--- config.mk ---
export PLATFORM = sky130hd
export DESIGN_NAME = char_stream_tokenizer
export DESIGN_NICKNAME = d
export VERILOG_FILES = /design/src/sv/cst_pkg.sv /design/src/sv/cst_front.sv /design/src/sv/cst_queue.sv /design/src/sv/cst_back.sv /design/src/sv/char_stream_tokenizer.sv
export SDC_FILE = /design/constraint.sdc
export NUM_CORES = 1
export LEC_CHECK = 0
export ABC_AREA = 1
export BUFFER_PORTS_ARGS = -buffer_cell sky130_fd_sc_hd__clkbuf_2
export CAP_MARGIN = 30
export CORE_MARGIN = 5
export CORE_UTILIZATION = 40
export CTS_CLUSTER_SIZE = 14
export DETAILED_ROUTE_END_ITERATION = 8
export HOLD_SLACK_MARGIN = 0.05
export PLACE_DENSITY_LB_ADDON = 0.05
export SYNTH_ARGS = -nofsm -noshare
export SYNTH_HDL_FRONTEND = slang
export SYNTH_SLANG_ARGS = --single-unit
--- constraint.sdc ---
create_clock -name i_clk -period 9.6 [get_ports i_clk]
set_input_delay 0.48 -clock i_clk [delete_from_list [all_inputs] [get_ports i_clk]]
set_output_delay 0.48 -clock i_clk [all_outputs]
set_load 0.01 [all_outputs]
--- src/sv/cst_pkg.sv ---
`timescale 1ns / 1ps
// ----------------------------------------------------------------------------
// cst_pkg
// Types, constants and helpers shared by the tokenizer modules.
// ----------------------------------------------------------------------------
package cst_pkg;

    localparam int POS_WIDTH_DEF = 16;
    localparam int OUT_W         = 16;
    localparam int SYM_W         = 4;
    localparam int NUM_SYMS      = 9;
    localparam int QDEPTH        = 2;
    localparam int QAW           = 1;
    localparam int QCW           = 2;

    localparam logic [7:0] CH_SPACE = 8'h20;
    localparam logic [7:0] CH_NL    = 8'h0A;
    localparam logic [7:0] CH_TAB   = 8'h09;
    localparam logic [7:0] CH_DOT   = 8'h2E;
    localparam logic [7:0] CH_ZERO  = 8'h30;
    localparam logic [7:0] CH_NINE  = 8'h39;

    // + - * / ( ) ; , =
    localparam logic [7:0] SYM_CHARS [NUM_SYMS] = '{
        8'h2B, 8'h2D, 8'h2A, 8'h2F, 8'h28, 8'h29, 8'h3B, 8'h2C, 8'h3D
    };

    typedef enum logic [1:0] {
        KIND_NUMBER = 2'd0,
        KIND_IDENT  = 2'd1,
        KIND_SYMBOL = 2'd2
    } t_kind;

    typedef struct packed {
        logic             hit;
        logic [SYM_W-1:0] idx;
    } t_sym;

    // Work handed from front to back: an optional flushed word, then an
    // optional symbol, both on the same line.
    typedef struct packed {
        logic             has_word;
        t_kind            word_kind;
        logic [OUT_W-1:0] word_col;
        logic [OUT_W-1:0] word_len;
        logic             has_sym;
        logic [SYM_W-1:0] sym_idx;
        logic [OUT_W-1:0] sym_col;
        logic [OUT_W-1:0] line;
    } t_job;

    typedef struct packed {
        t_kind            kind;
        logic [SYM_W-1:0] symbol_index;
        logic [OUT_W-1:0] line;
        logic [OUT_W-1:0] column;
        logic [OUT_W-1:0] length;
        logic             last;
    } t_result;

    function automatic t_sym sym_lookup(input logic [7:0] ch);
        t_sym s;
        s = '0;
        for (int i = 0; i < NUM_SYMS; i++) begin
            if (ch == SYM_CHARS[i]) begin
                s.hit = 1'b1;
                s.idx = SYM_W'(i);
            end
        end
        return s;
    endfunction

endpackage

--- src/sv/cst_front.sv ---
`timescale 1ns / 1ps
// ----------------------------------------------------------------------------
// cst_front
// Classifies each byte, tracks line, column and the pending word, and
// builds the job for the back end.
// ----------------------------------------------------------------------------
module cst_front #(
    parameter int POS_WIDTH = cst_pkg::POS_WIDTH_DEF
) (
    input  logic          i_clk,
    input  logic          i_rst_n,
    input  logic          i_accept,
    input  logic [7:0]    i_ch,
    input  logic          i_end_of_text,
    output logic          o_push,
    output cst_pkg::t_job o_job
);
    import cst_pkg::*;

    localparam logic [POS_WIDTH-1:0] PMAX = {POS_WIDTH{1'b1}};
    localparam logic [POS_WIDTH-1:0] ONE  = POS_WIDTH'(1);

    logic                 r_active, n_active;
    logic [POS_WIDTH-1:0] r_wcol, n_wcol;
    logic [POS_WIDTH-1:0] r_wlen, n_wlen;
    logic                 r_valid_chars, n_valid_chars;
    logic                 r_dot_seen, n_dot_seen;
    logic                 r_last_dot, n_last_dot;
    logic [POS_WIDTH-1:0] r_line, n_line;
    logic [POS_WIDTH-1:0] r_col, n_col;

    t_sym sym;
    logic is_ws, is_dot, is_digit;

    function automatic logic [POS_WIDTH-1:0] sat_inc(input logic [POS_WIDTH-1:0] v);
        return (v == PMAX) ? v : v + ONE;
    endfunction

    always_comb begin
        sym      = sym_lookup(i_ch);
        is_ws    = i_ch inside {CH_SPACE, CH_NL, CH_TAB};
        is_dot   = (i_ch == CH_DOT);
        is_digit = i_ch inside {[CH_ZERO:CH_NINE]};

        o_job.has_word  = r_active;
        o_job.word_kind = (r_valid_chars && !r_last_dot) ? KIND_NUMBER : KIND_IDENT;
        o_job.word_col  = OUT_W'(r_wcol);
        o_job.word_len  = OUT_W'(r_wlen);
        o_job.has_sym   = 1'b0;
        o_job.sym_idx   = sym.idx;
        o_job.sym_col   = OUT_W'(r_col);
        o_job.line      = OUT_W'(r_line);

        n_active      = r_active;
        n_wcol        = r_wcol;
        n_wlen        = r_wlen;
        n_valid_chars = r_valid_chars;
        n_dot_seen    = r_dot_seen;
        n_last_dot    = r_last_dot;
        n_line        = r_line;
        n_col         = sat_inc(r_col);

        if (i_end_of_text) begin
            // flush, then back to the start of a fresh source
            n_active      = 1'b0;
            n_wcol        = ONE;
            n_wlen        = '0;
            n_valid_chars = 1'b1;
            n_dot_seen    = 1'b0;
            n_last_dot    = 1'b0;
            n_line        = ONE;
            n_col         = ONE;
        end else if (is_ws || sym.hit) begin
            o_job.has_sym = sym.hit;
            n_active      = 1'b0;
            n_wlen        = '0;
            n_valid_chars = 1'b1;
            n_dot_seen    = 1'b0;
            n_last_dot    = 1'b0;
            if (i_ch == CH_NL) begin
                n_line = sat_inc(r_line);
                n_col  = ONE;
            end
        end else begin
            o_job.has_word = 1'b0;
            if (!r_active) begin
                n_active      = 1'b1;
                n_wcol        = r_col;
                n_wlen        = ONE;
                n_valid_chars = is_digit;
                n_dot_seen    = is_dot;
            end else begin
                n_wlen = sat_inc(r_wlen);
                if (is_dot) begin
                    if (r_dot_seen) begin
                        n_valid_chars = 1'b0;
                    end
                    n_dot_seen = 1'b1;
                end else if (!is_digit) begin
                    n_valid_chars = 1'b0;
                end
            end
            n_last_dot = is_dot;
        end

        o_push = i_accept && (o_job.has_word || o_job.has_sym);
    end

    always_ff @(posedge i_clk) begin
        if (!i_rst_n) begin
            r_active      <= 1'b0;
            r_wcol        <= ONE;
            r_wlen        <= '0;
            r_valid_chars <= 1'b1;
            r_dot_seen    <= 1'b0;
            r_last_dot    <= 1'b0;
            r_line        <= ONE;
            r_col         <= ONE;
        end else if (i_accept) begin
            r_active      <= n_active;
            r_wcol        <= n_wcol;
            r_wlen        <= n_wlen;
            r_valid_chars <= n_valid_chars;
            r_dot_seen    <= n_dot_seen;
            r_last_dot    <= n_last_dot;
            r_line        <= n_line;
            r_col         <= n_col;
        end
    end

endmodule

--- src/sv/cst_queue.sv ---
`timescale 1ns / 1ps
// ----------------------------------------------------------------------------
// cst_queue
// Two-entry job queue between the front and back ends.
// ----------------------------------------------------------------------------
module cst_queue (
    input  logic          i_clk,
    input  logic          i_rst_n,
    input  logic          i_push,
    input  cst_pkg::t_job i_job,
    input  logic          i_pop,
    output logic          o_full,
    output logic          o_valid,
    output cst_pkg::t_job o_job
);
    import cst_pkg::*;

    t_job           r_mem [QDEPTH];
    logic [QAW-1:0] r_wp, r_rp;
    logic [QCW-1:0] r_cnt, n_cnt;
    logic           do_push, do_pop;

    assign o_full  = (r_cnt == QCW'(QDEPTH));
    assign o_valid = (r_cnt != '0);
    assign o_job   = r_mem[r_rp];
    assign do_push = i_push && !o_full;
    assign do_pop  = i_pop && o_valid;

    always_comb begin
        n_cnt = r_cnt;
        if (do_push && !do_pop) begin
            n_cnt = r_cnt + QCW'(1);
        end else if (do_pop && !do_push) begin
            n_cnt = r_cnt - QCW'(1);
        end
    end

    always_ff @(posedge i_clk) begin
        if (!i_rst_n) begin
            r_wp  <= '0;
            r_rp  <= '0;
            r_cnt <= '0;
        end else begin
            r_cnt <= n_cnt;
            if (do_push) begin
                r_wp <= r_wp + QAW'(1);
            end
            if (do_pop) begin
                r_rp <= r_rp + QAW'(1);
            end
        end
    end

    always_ff @(posedge i_clk) begin
        if (do_push) begin
            r_mem[r_wp] <= i_job;
        end
    end

endmodule

--- src/sv/cst_back.sv ---
`timescale 1ns / 1ps
// ----------------------------------------------------------------------------
// cst_back
// Expands each job into one or two token beats and holds them in an
// output register until taken.
// ----------------------------------------------------------------------------
module cst_back (
    input  logic             i_clk,
    input  logic             i_rst_n,
    input  logic             i_job_valid,
    input  cst_pkg::t_job    i_job,
    output logic             o_job_pop,
    input  logic             i_pop,
    output logic             o_empty,
    output cst_pkg::t_result o_res
);
    import cst_pkg::*;

    logic    r_valid;
    logic    r_word_done, n_word_done;
    t_result r_res, n_res;
    logic    load;

    assign load    = i_job_valid && (!r_valid || i_pop);
    assign o_empty = !r_valid;
    assign o_res   = r_res;

    always_comb begin
        n_word_done = r_word_done;
        o_job_pop   = 1'b0;
        n_res.line  = i_job.line;
        if (i_job.has_word && !r_word_done) begin
            // word first; hold the job if a symbol follows
            n_res.kind         = i_job.word_kind;
            n_res.symbol_index = '0;
            n_res.column       = i_job.word_col;
            n_res.length       = i_job.word_len;
            n_res.last         = !i_job.has_sym;
            if (load) begin
                n_word_done = i_job.has_sym;
                o_job_pop   = !i_job.has_sym;
            end
        end else begin
            n_res.kind         = KIND_SYMBOL;
            n_res.symbol_index = i_job.sym_idx;
            n_res.column       = i_job.sym_col;
            n_res.length       = OUT_W'(1);
            n_res.last         = 1'b1;
            if (load) begin
                n_word_done = 1'b0;
                o_job_pop   = 1'b1;
            end
        end
    end

    always_ff @(posedge i_clk) begin
        if (!i_rst_n) begin
            r_valid     <= 1'b0;
            r_word_done <= 1'b0;
        end else begin
            r_word_done <= n_word_done;
            if (load) begin
                r_valid <= 1'b1;
            end else if (i_pop) begin
                r_valid <= 1'b0;
            end
        end
    end

    always_ff @(posedge i_clk) begin
        if (load) begin
            r_res <= n_res;
        end
    end

endmodule

--- src/sv/char_stream_tokenizer.sv ---
`timescale 1ns / 1ps
// ----------------------------------------------------------------------------
// char_stream_tokenizer
// Byte-stream lexical tokenizer emitting token descriptors.
// ----------------------------------------------------------------------------
// Push one source byte per beat (or an end-of-text beat) and pop token
// descriptors: kind, symbol index, line, start column and length. The block
// takes one byte per clock while the job queue has room; a byte that ends
// a word and is itself a symbol yields two result beats, and the two-entry
// job queue absorbs that burst. A descriptor's job is written into the queue
// when the byte that completes it is accepted, and the descriptor then moves
// into the output register once that register is free; the symbol behind a
// flushed word follows the word. An end-of-text beat flushes a pending word
// and returns line and column to 1 for a new source. Line, column and length
// saturate at 2^POS_WIDTH - 1; the ports carry their low 16 bits.
module char_stream_tokenizer #(
    parameter int POS_WIDTH = cst_pkg::POS_WIDTH_DEF
) (
    input  logic                               i_clk,
    input  logic                               i_rst_n,
    // input side
    input  logic                               push,
    output logic                               full,
    input  logic [7:0]                         i_ch,
    input  logic                               i_end_of_text,
    // result side
    output logic                               empty,
    input  logic                               pop,
    output logic [1:0]                         o_kind,
    output logic [cst_pkg::SYM_W-1:0]          o_symbol_index,
    output logic [cst_pkg::OUT_W-1:0]          o_line,
    output logic [cst_pkg::OUT_W-1:0]          o_column,
    output logic [cst_pkg::OUT_W-1:0]          o_length,
    output logic                               o_last
);
    import cst_pkg::*;

    logic    accept;
    logic    job_push;
    t_job    front_job;
    logic    q_valid;
    t_job    q_job;
    logic    q_pop;
    t_result res;

    // a beat is taken whenever the queue has room; bytes that make no token
    // still advance the front state
    assign accept = push && !full;

    cst_front #(
        .POS_WIDTH (POS_WIDTH)
    ) u_front (
        .i_clk         (i_clk),
        .i_rst_n       (i_rst_n),
        .i_accept      (accept),
        .i_ch          (i_ch),
        .i_end_of_text (i_end_of_text),
        .o_push        (job_push),
        .o_job         (front_job)
    );

    // decouple classification from descriptor emission
    cst_queue u_queue (
        .i_clk   (i_clk),
        .i_rst_n (i_rst_n),
        .i_push  (job_push),
        .i_job   (front_job),
        .i_pop   (q_pop),
        .o_full  (full),
        .o_valid (q_valid),
        .o_job   (q_job)
    );

    cst_back u_back (
        .i_clk       (i_clk),
        .i_rst_n     (i_rst_n),
        .i_job_valid (q_valid),
        .i_job       (q_job),
        .o_job_pop   (q_pop),
        .i_pop       (pop),
        .o_empty     (empty),
        .o_res       (res)
    );

    // drive result ports straight from the output register
    assign o_kind         = res.kind;
    assign o_symbol_index = res.symbol_index;
    assign o_line         = res.line;
    assign o_column       = res.column;
    assign o_length       = res.length;
    assign o_last         = res.last;

endmodule

## Yosys cells after proc, flatten, opt, wreduce, memory -nomap -nowiden

Memories as Yosys holds them, arrays and structs flattened. A register that Yosys moved wholly into a read port is not among the register bits.
Index checks and enable logic that the tools add are counted.

- Add/sub/neg operators: 7
- Magnitude comparators: 2
- Eq/ne operators: 24
- Muxes and demuxes: 58
- Reduce and logical (&&, ||, !) cells: 31

Operators by type and width:

| cell | number |
|---|---|
| 16-bit 2-to-1 mux | 15 |
| 8-bit by 6-bit equality test with 1-bit output, second input constant | 11 |
| 16-bit by 1-bit adder with 16-bit output, second input constant | 3 |
| 16-bit equality test, second input constant | 3 |
| 5-bit 2-to-1 mux | 9 |
| 33-bit 2-to-1 mux | 1 |
| 1-bit 2-to-1 mux | 31 |
| 8-bit by 4-bit equality test with 1-bit output, second input constant | 2 |
| 1-bit logical AND | 10 |
| 5-bit != test, second input constant | 2 |
| 2-bit nonzero test | 5 |
| 8-bit by 6-bit >= comparator with 1-bit output, second input constant | 1 |
| 8-bit by 6-bit less-or-equal comparator with 1-bit output, second input constant | 1 |
| 4-bit != test, second input constant | 2 |
| 1-bit logical NOT | 7 |
| 2-bit != test, second input constant | 3 |
| 3-bit AND reduction | 2 |
| 2-bit 2-to-1 mux | 2 |
| 2-bit AND reduction | 2 |
| 4-bit AND reduction | 1 |
| 1-bit logical OR | 3 |
| 3-bit nonzero test | 1 |
| 1-bit adder, second input constant | 2 |
| 2-bit by 1-bit adder with 2-bit output, second input constant | 1 |
| 2 further kinds | 2 |

- Register bits: 129
- Bits in writable memories: 142
- Output and inout port bits: 57
- Memories: 1

Memories:

| name | words | width | read ports | clocked after memory_dff | wr ports | RTL line | RTL |
|---|---|---|---|---|---|---|---|
| u_queue.r_mem | 2 | 71 | 1 | 1 | 1 | cst_queue.sv:18 | `t_job r_mem [QDEPTH];` |

## Longest topological paths before layout

- Depth in word-level cells: 20
- Gate-level depth with buffers: 16

## Modules after synthesis

A second synthesis with hierarchy kept.

- Cells, all modules: 1,037
- Area, all modules: 11,939.0 um^2

Modules (own cells, without submodules):

| module | times used | cells each | area an instance (um^2) |
|---|---|---|---|
| cst_queue | 1 | 261 | 5,794.3 |
| cst_front | 1 | 606 | 3,983.8 |
| cst_back | 1 | 168 | 2,150.8 |
| char_stream_tokenizer | 1 | 2 | 10.0 |

## Least setup slack after synthesis

Ideal clock, no wire load.

- Kind: input -> register
- Start point: input port i_ch[4]
- End point: memory u_queue.r_mem[0][0] in the netlist's numbering (enable)
- Library setup time: 0.501 ns
- Arrival: 4.413 ns
- Setup slack: 4.687 ns
- Stages on the path: 11
- Path through: inv_2 nand2_2 nor2_4 nand2_1 nor2_1 nor2_4 nand4_1 nand2_1 nand2_1 nand2_1 nor2_1

- Longest elaborated chain between the ends: 18
- Elaborated cells between the ends (all ways): 32
- Classes of those cells: eq/ne (12); mux (15); reduce/logical (5)

RTL lines:

| element | RTL line | RTL |
|---|---|---|
| start: declaration | char_stream_tokenizer.sv:24 | `input logic [7:0] i_ch,` |
| 8-bit by 6-bit equality test with 1-bit output | cst_pkg.sv:65 | `if (ch == SYM_CHARS[i]) begin` |
| 5-bit 2-to-1 mux (9 in series) | cst_pkg.sv:65 |  |
| 1-bit logical OR | cst_front.sv:73 | `end else if (is_ws \|\| sym.hit) begin` |
| 1-bit 2-to-1 mux | cst_front.sv:73 |  |
| 1-bit 2-to-1 mux | cst_front.sv:63 | `if (i_end_of_text) begin` |
| 1-bit logical OR (*) | cst_front.sv:106 | `o_push = i_accept && (o_job.has_word \|\| o_job.has_sym);` |
| 1-bit logical AND (*) | cst_front.sv:106 |  |
| 1-bit logical AND (*) | cst_queue.sv:26 | `assign do_push = i_push && !o_full;` |
| 1-bit 2-to-1 mux (*) | cst_queue.sv:55 | `if (do_push) begin` |
| 1-bit 2-to-1 mux (not written as such) (*) | cst_queue.sv:56 | `r_mem[r_wp] <= i_job;` |
| end: declaration | cst_queue.sv:18 |  |

Every way passes the cells marked *; elsewhere a longest branch is shown, timed or not.

## Final worst setup path

- Start point: register u_queue.r_cnt[1]
- End point: memory u_queue.r_mem[1][30] in the netlist's numbering (enable)

- Longest elaborated chain between the ends: 7

RTL lines:

| element | RTL line | RTL |
|---|---|---|
| start: declaration | cst_queue.sv:20 | `logic [QCW-1:0] r_cnt, n_cnt;` |
| start signal: assignment | cst_queue.sv:44 | `r_cnt <= n_cnt;` |
| 2-bit equality test (*) | cst_queue.sv:23 | `assign o_full = (r_cnt == QCW'(QDEPTH));` |
| 1-bit logical NOT (*) | cst_queue.sv:26, char_stream_tokenizer.sv:48 |  |
| 1-bit logical AND | char_stream_tokenizer.sv:48 | `assign accept = push && !full;` |
| 1-bit logical AND | cst_front.sv:106 |  |
| 1-bit logical AND (*) | cst_queue.sv:26 |  |
| 1-bit 2-to-1 mux (*) | cst_queue.sv:55 |  |
| 1-bit 2-to-1 mux (not written as such) (*) | cst_queue.sv:56 |  |

Marked as above.

==> impl_results.md <==
- Longest Clk Path Bufs: 3
- CP Data Arrival Time: 3.06 ns
- ANT nets after route: 0
- Synthesized netlist cell count: 1,044
- Share of post-route cells with drive strength above 1: 16.6%
- Starting density of the core: 40.3%
- CP endpoint kind: register
- DRC violations left: 0
- Cell area after layout: 13,000 um2
- Largest cells by area after synthesis: edfxtp_1 53%, dfxtp_1 13%, nand2_1 8.3%
- Clk root buf: clkbuf_16
- Hold Startpoint: pop
- Largest net degree at the start of global routing: 73
- Routability congestion estimate: 0.819
- DRT Pass-1 Iters: 4
- RSZ-0062 raised after global routing: no
- Outcome: completed
- R2r startpoint: u_queue.r_cnt[1]
- Chip width: 177 um
- Final hold slack: 0.291 ns
- Compound-Gate Fraction of Synth Area: 6.72%
- First-pass GRT wire length: 39,100 um
- Startpoint Class: register
- Port bufs: 69
- Setup Total Neg Slack: 0 ns
- Pins over their slew limit: 0
- Final period util: 30.1%
- CTS clk-pin slew, worst paths: 0.06 ns
- Number of global-route vias before repair: 7,263
- Top FF cell, synth: edfxtp_1
- Tightest Pin Transition: 0.947 ns
- WL per Instance: 15.6 um
- TritonCTS Sinks: 272
- Synth cell count leaders: 246 x nand2_1, 197 x edfxtp_1, 95 x nor2_1
- Synth area leader: edfxtp_1
- Most frequent cell after synthesis: nand2_1
- Flop2flop setup slack: 6.71 ns
- CTS buffer count: 30
- Max-Cap Viols: 0
- Die Ht: 177 um
- Finish-stage setup viols: 0
- Post-CTS Setup Bufs: 0
- Endpoints failing hold: 0
- Inserted Diodes: 0
- Adder-Cell Fraction of Synth Area: 0.448%
- Post-synthesis mux area share: 1.43%
- FFs w/ async S/R, synth: 0%
- LEAKAGE: 4.87 nW
- Vias after detailed routing: 7,309
- CP Data Required Time: 9.77 ns
- Initial antenna violation count: 0
- Core ar.: 27,700 um2
- Yosys top cell area share: 52.9%
- Crit path from: u_queue.r_cnt[1]
- Syn Nets: 1,061
- Area Overhead vs Synth: 16.2%
- Min-delay worst type: in -> reg
- Post-synth EDFFs: 197
- Peak supply drop: 217 uV
- H-tree depth: 1
- Critical path peak fanout: 51
- Grt total ovfl: 0
- Synth unique cells: 42
- Post-CTS Resized: 0
- Net count, final: 1,141
- GRT Util Overall: 15.5%
- # IOs: 70
- Type of the worst setup path: reg -> reg
- Avg Inst Size Synth: 10.7 um2
- Mapped Area: 11,200 um2
- Starting DRT DRC Count: 447
- Synth Area in Simple Gates: 20.1%
- Highest Clock Rate: 346 MHz
- TritonCTS clock tree: done
- Clock Skew: 0.0105 ns
- Crit path time final: 2.89 ns
- #FFs+latches synth: 272
- Main combinational cell family by area after synthesis: simple AND/OR/NAND/NOR gates
- Synth Area in XOR/XNOR: 0.941%
- Via/cell ratio: 4.79
- Die Footprint: 31,400 um2
- Sequential share of the synthesized area: 66.4%
- Final wirelength: 23,800 um
- Synth Warn #: 0
- Hpwl dp: 15,000 um
- Relative slew margins: 35.3%
- CTS hold repair buffers: 0
- Core Rows: 61
- Power Total: 3.39 mW
- PD cells: 261 nW/um2
- Worst skew pair latency: 0.54 ns
- Cell area after placement: 12,000 um2
==> state kept, by name, summed over array words and instances, names as in the netlist, 2 cells and up, named ones only <==
signal	count
u_back.o_res	55
u_front.r_col	16
u_front.r_line	16
u_front.r_wcol	16
u_front.r_wlen	16
u_queue.r_cnt	2
u_queue.r_mem	142
==> through the flow <==
stage | utilization, % | worst slack (ns) | instances
floorplan | - | 4.69 | 1044
global placement | 43.1 | 6.37 | 1468
detailed placement | 43.2 | 6.31 | 1469
CTS | 46.8 | 6.63 | 1524
global route | 46.9 | 6.47 | 1525
finish | 46.9 | 6.71 | 1525
==> cell type report <==
type                            instances  area [um2]
Clock buffer                           45         868
Tap cell                              378         473
Multi-Input combinational cell        658        3340
Fill cell                            2578       14700
Sequential cell                       272        7420
Timing Repair Buffer                   81         475
Clock inverter                         10         108
Inverter                               81         304
==> path summary, 6_finish.rpt <==
| check | to | cells past startpoint |
|---|---|---|
| worst min register to register | register | 1 |
| worst max register to register | u_queue.r_mem[1][30] | 7 |
| worst max-delay path | u_queue.r_mem[1][30] | 7 |
| worst min-delay path | u_back.r_valid | 4 |
==> cell families (layout without fill, tap and decap cells) <==
kind of cell,Yosys count,after routing
fa+ha+maj,4,4
flops,272,272
compound gates,137,137
buf+inv,114,217
simple gates,489,489
mux,16,16
xor+xnor,12,12
==> placed cells by master, fill, tap and decap left out, drive strengths merged <==
cell type	synthesis	final
nor4	2	2
inv	81	82
ha	4	4
a31oi	1	1
nand3	50	50
xnor2	1	1
nand2	260	260
o21bai	3	3
dfxtp	75	75
o31ai	1	1
or2	17	17
nor3b	1	1
nor3	28	28
a21oi	69	69
edfxtp	197	197
nor2	102	102
or3	1	1
nand4	26	26
buf	12	12
o211ai	16	16
a2111oi	1	1
a22oi	1	1
o21ai	45	45
clkinv	0	6
clkinvlp	0	1
clkbuf	21	114
xor2	11	11
bufinv	0	2
nand3b	2	2
mux2i	16	16
==> routing by layer <==
| metal | wire, um | vias up | GRT usage, % |
|---|---|---|---|
| met5 | 0 | - | 0 |
| met4 | 357 | 0 | 3.32 |
| met3 | 917 | 34 | 2.16 |
| met2 | 10800 | 115 | 25.4 |
| met1 | 11700 | 3404 | 22.1 |
| li1 | - | 3756 | - |
==> critical path: stages, from the launching register on <==
cell     delay, ns
dfxtp_1       0.30
inv_1         0.16
o21ai_1       0.09
buf_4         0.18
inv_2         0.43
nand3_1       0.20
inv_2         0.40
buf_4         0.65
==> power by group <==
group | leakage (nW) | switching (mW) | internal, mW | total [mW]
Sequential | 2.53 | 0.0598 | 1.48 | 1.54
Clock | 0.478 | 0.442 | 0.676 | 1.12
Combinational | 1.86 | 0.510 | 0.228 | 0.738
Note: power is estimated with default switching activity, not from simulation.
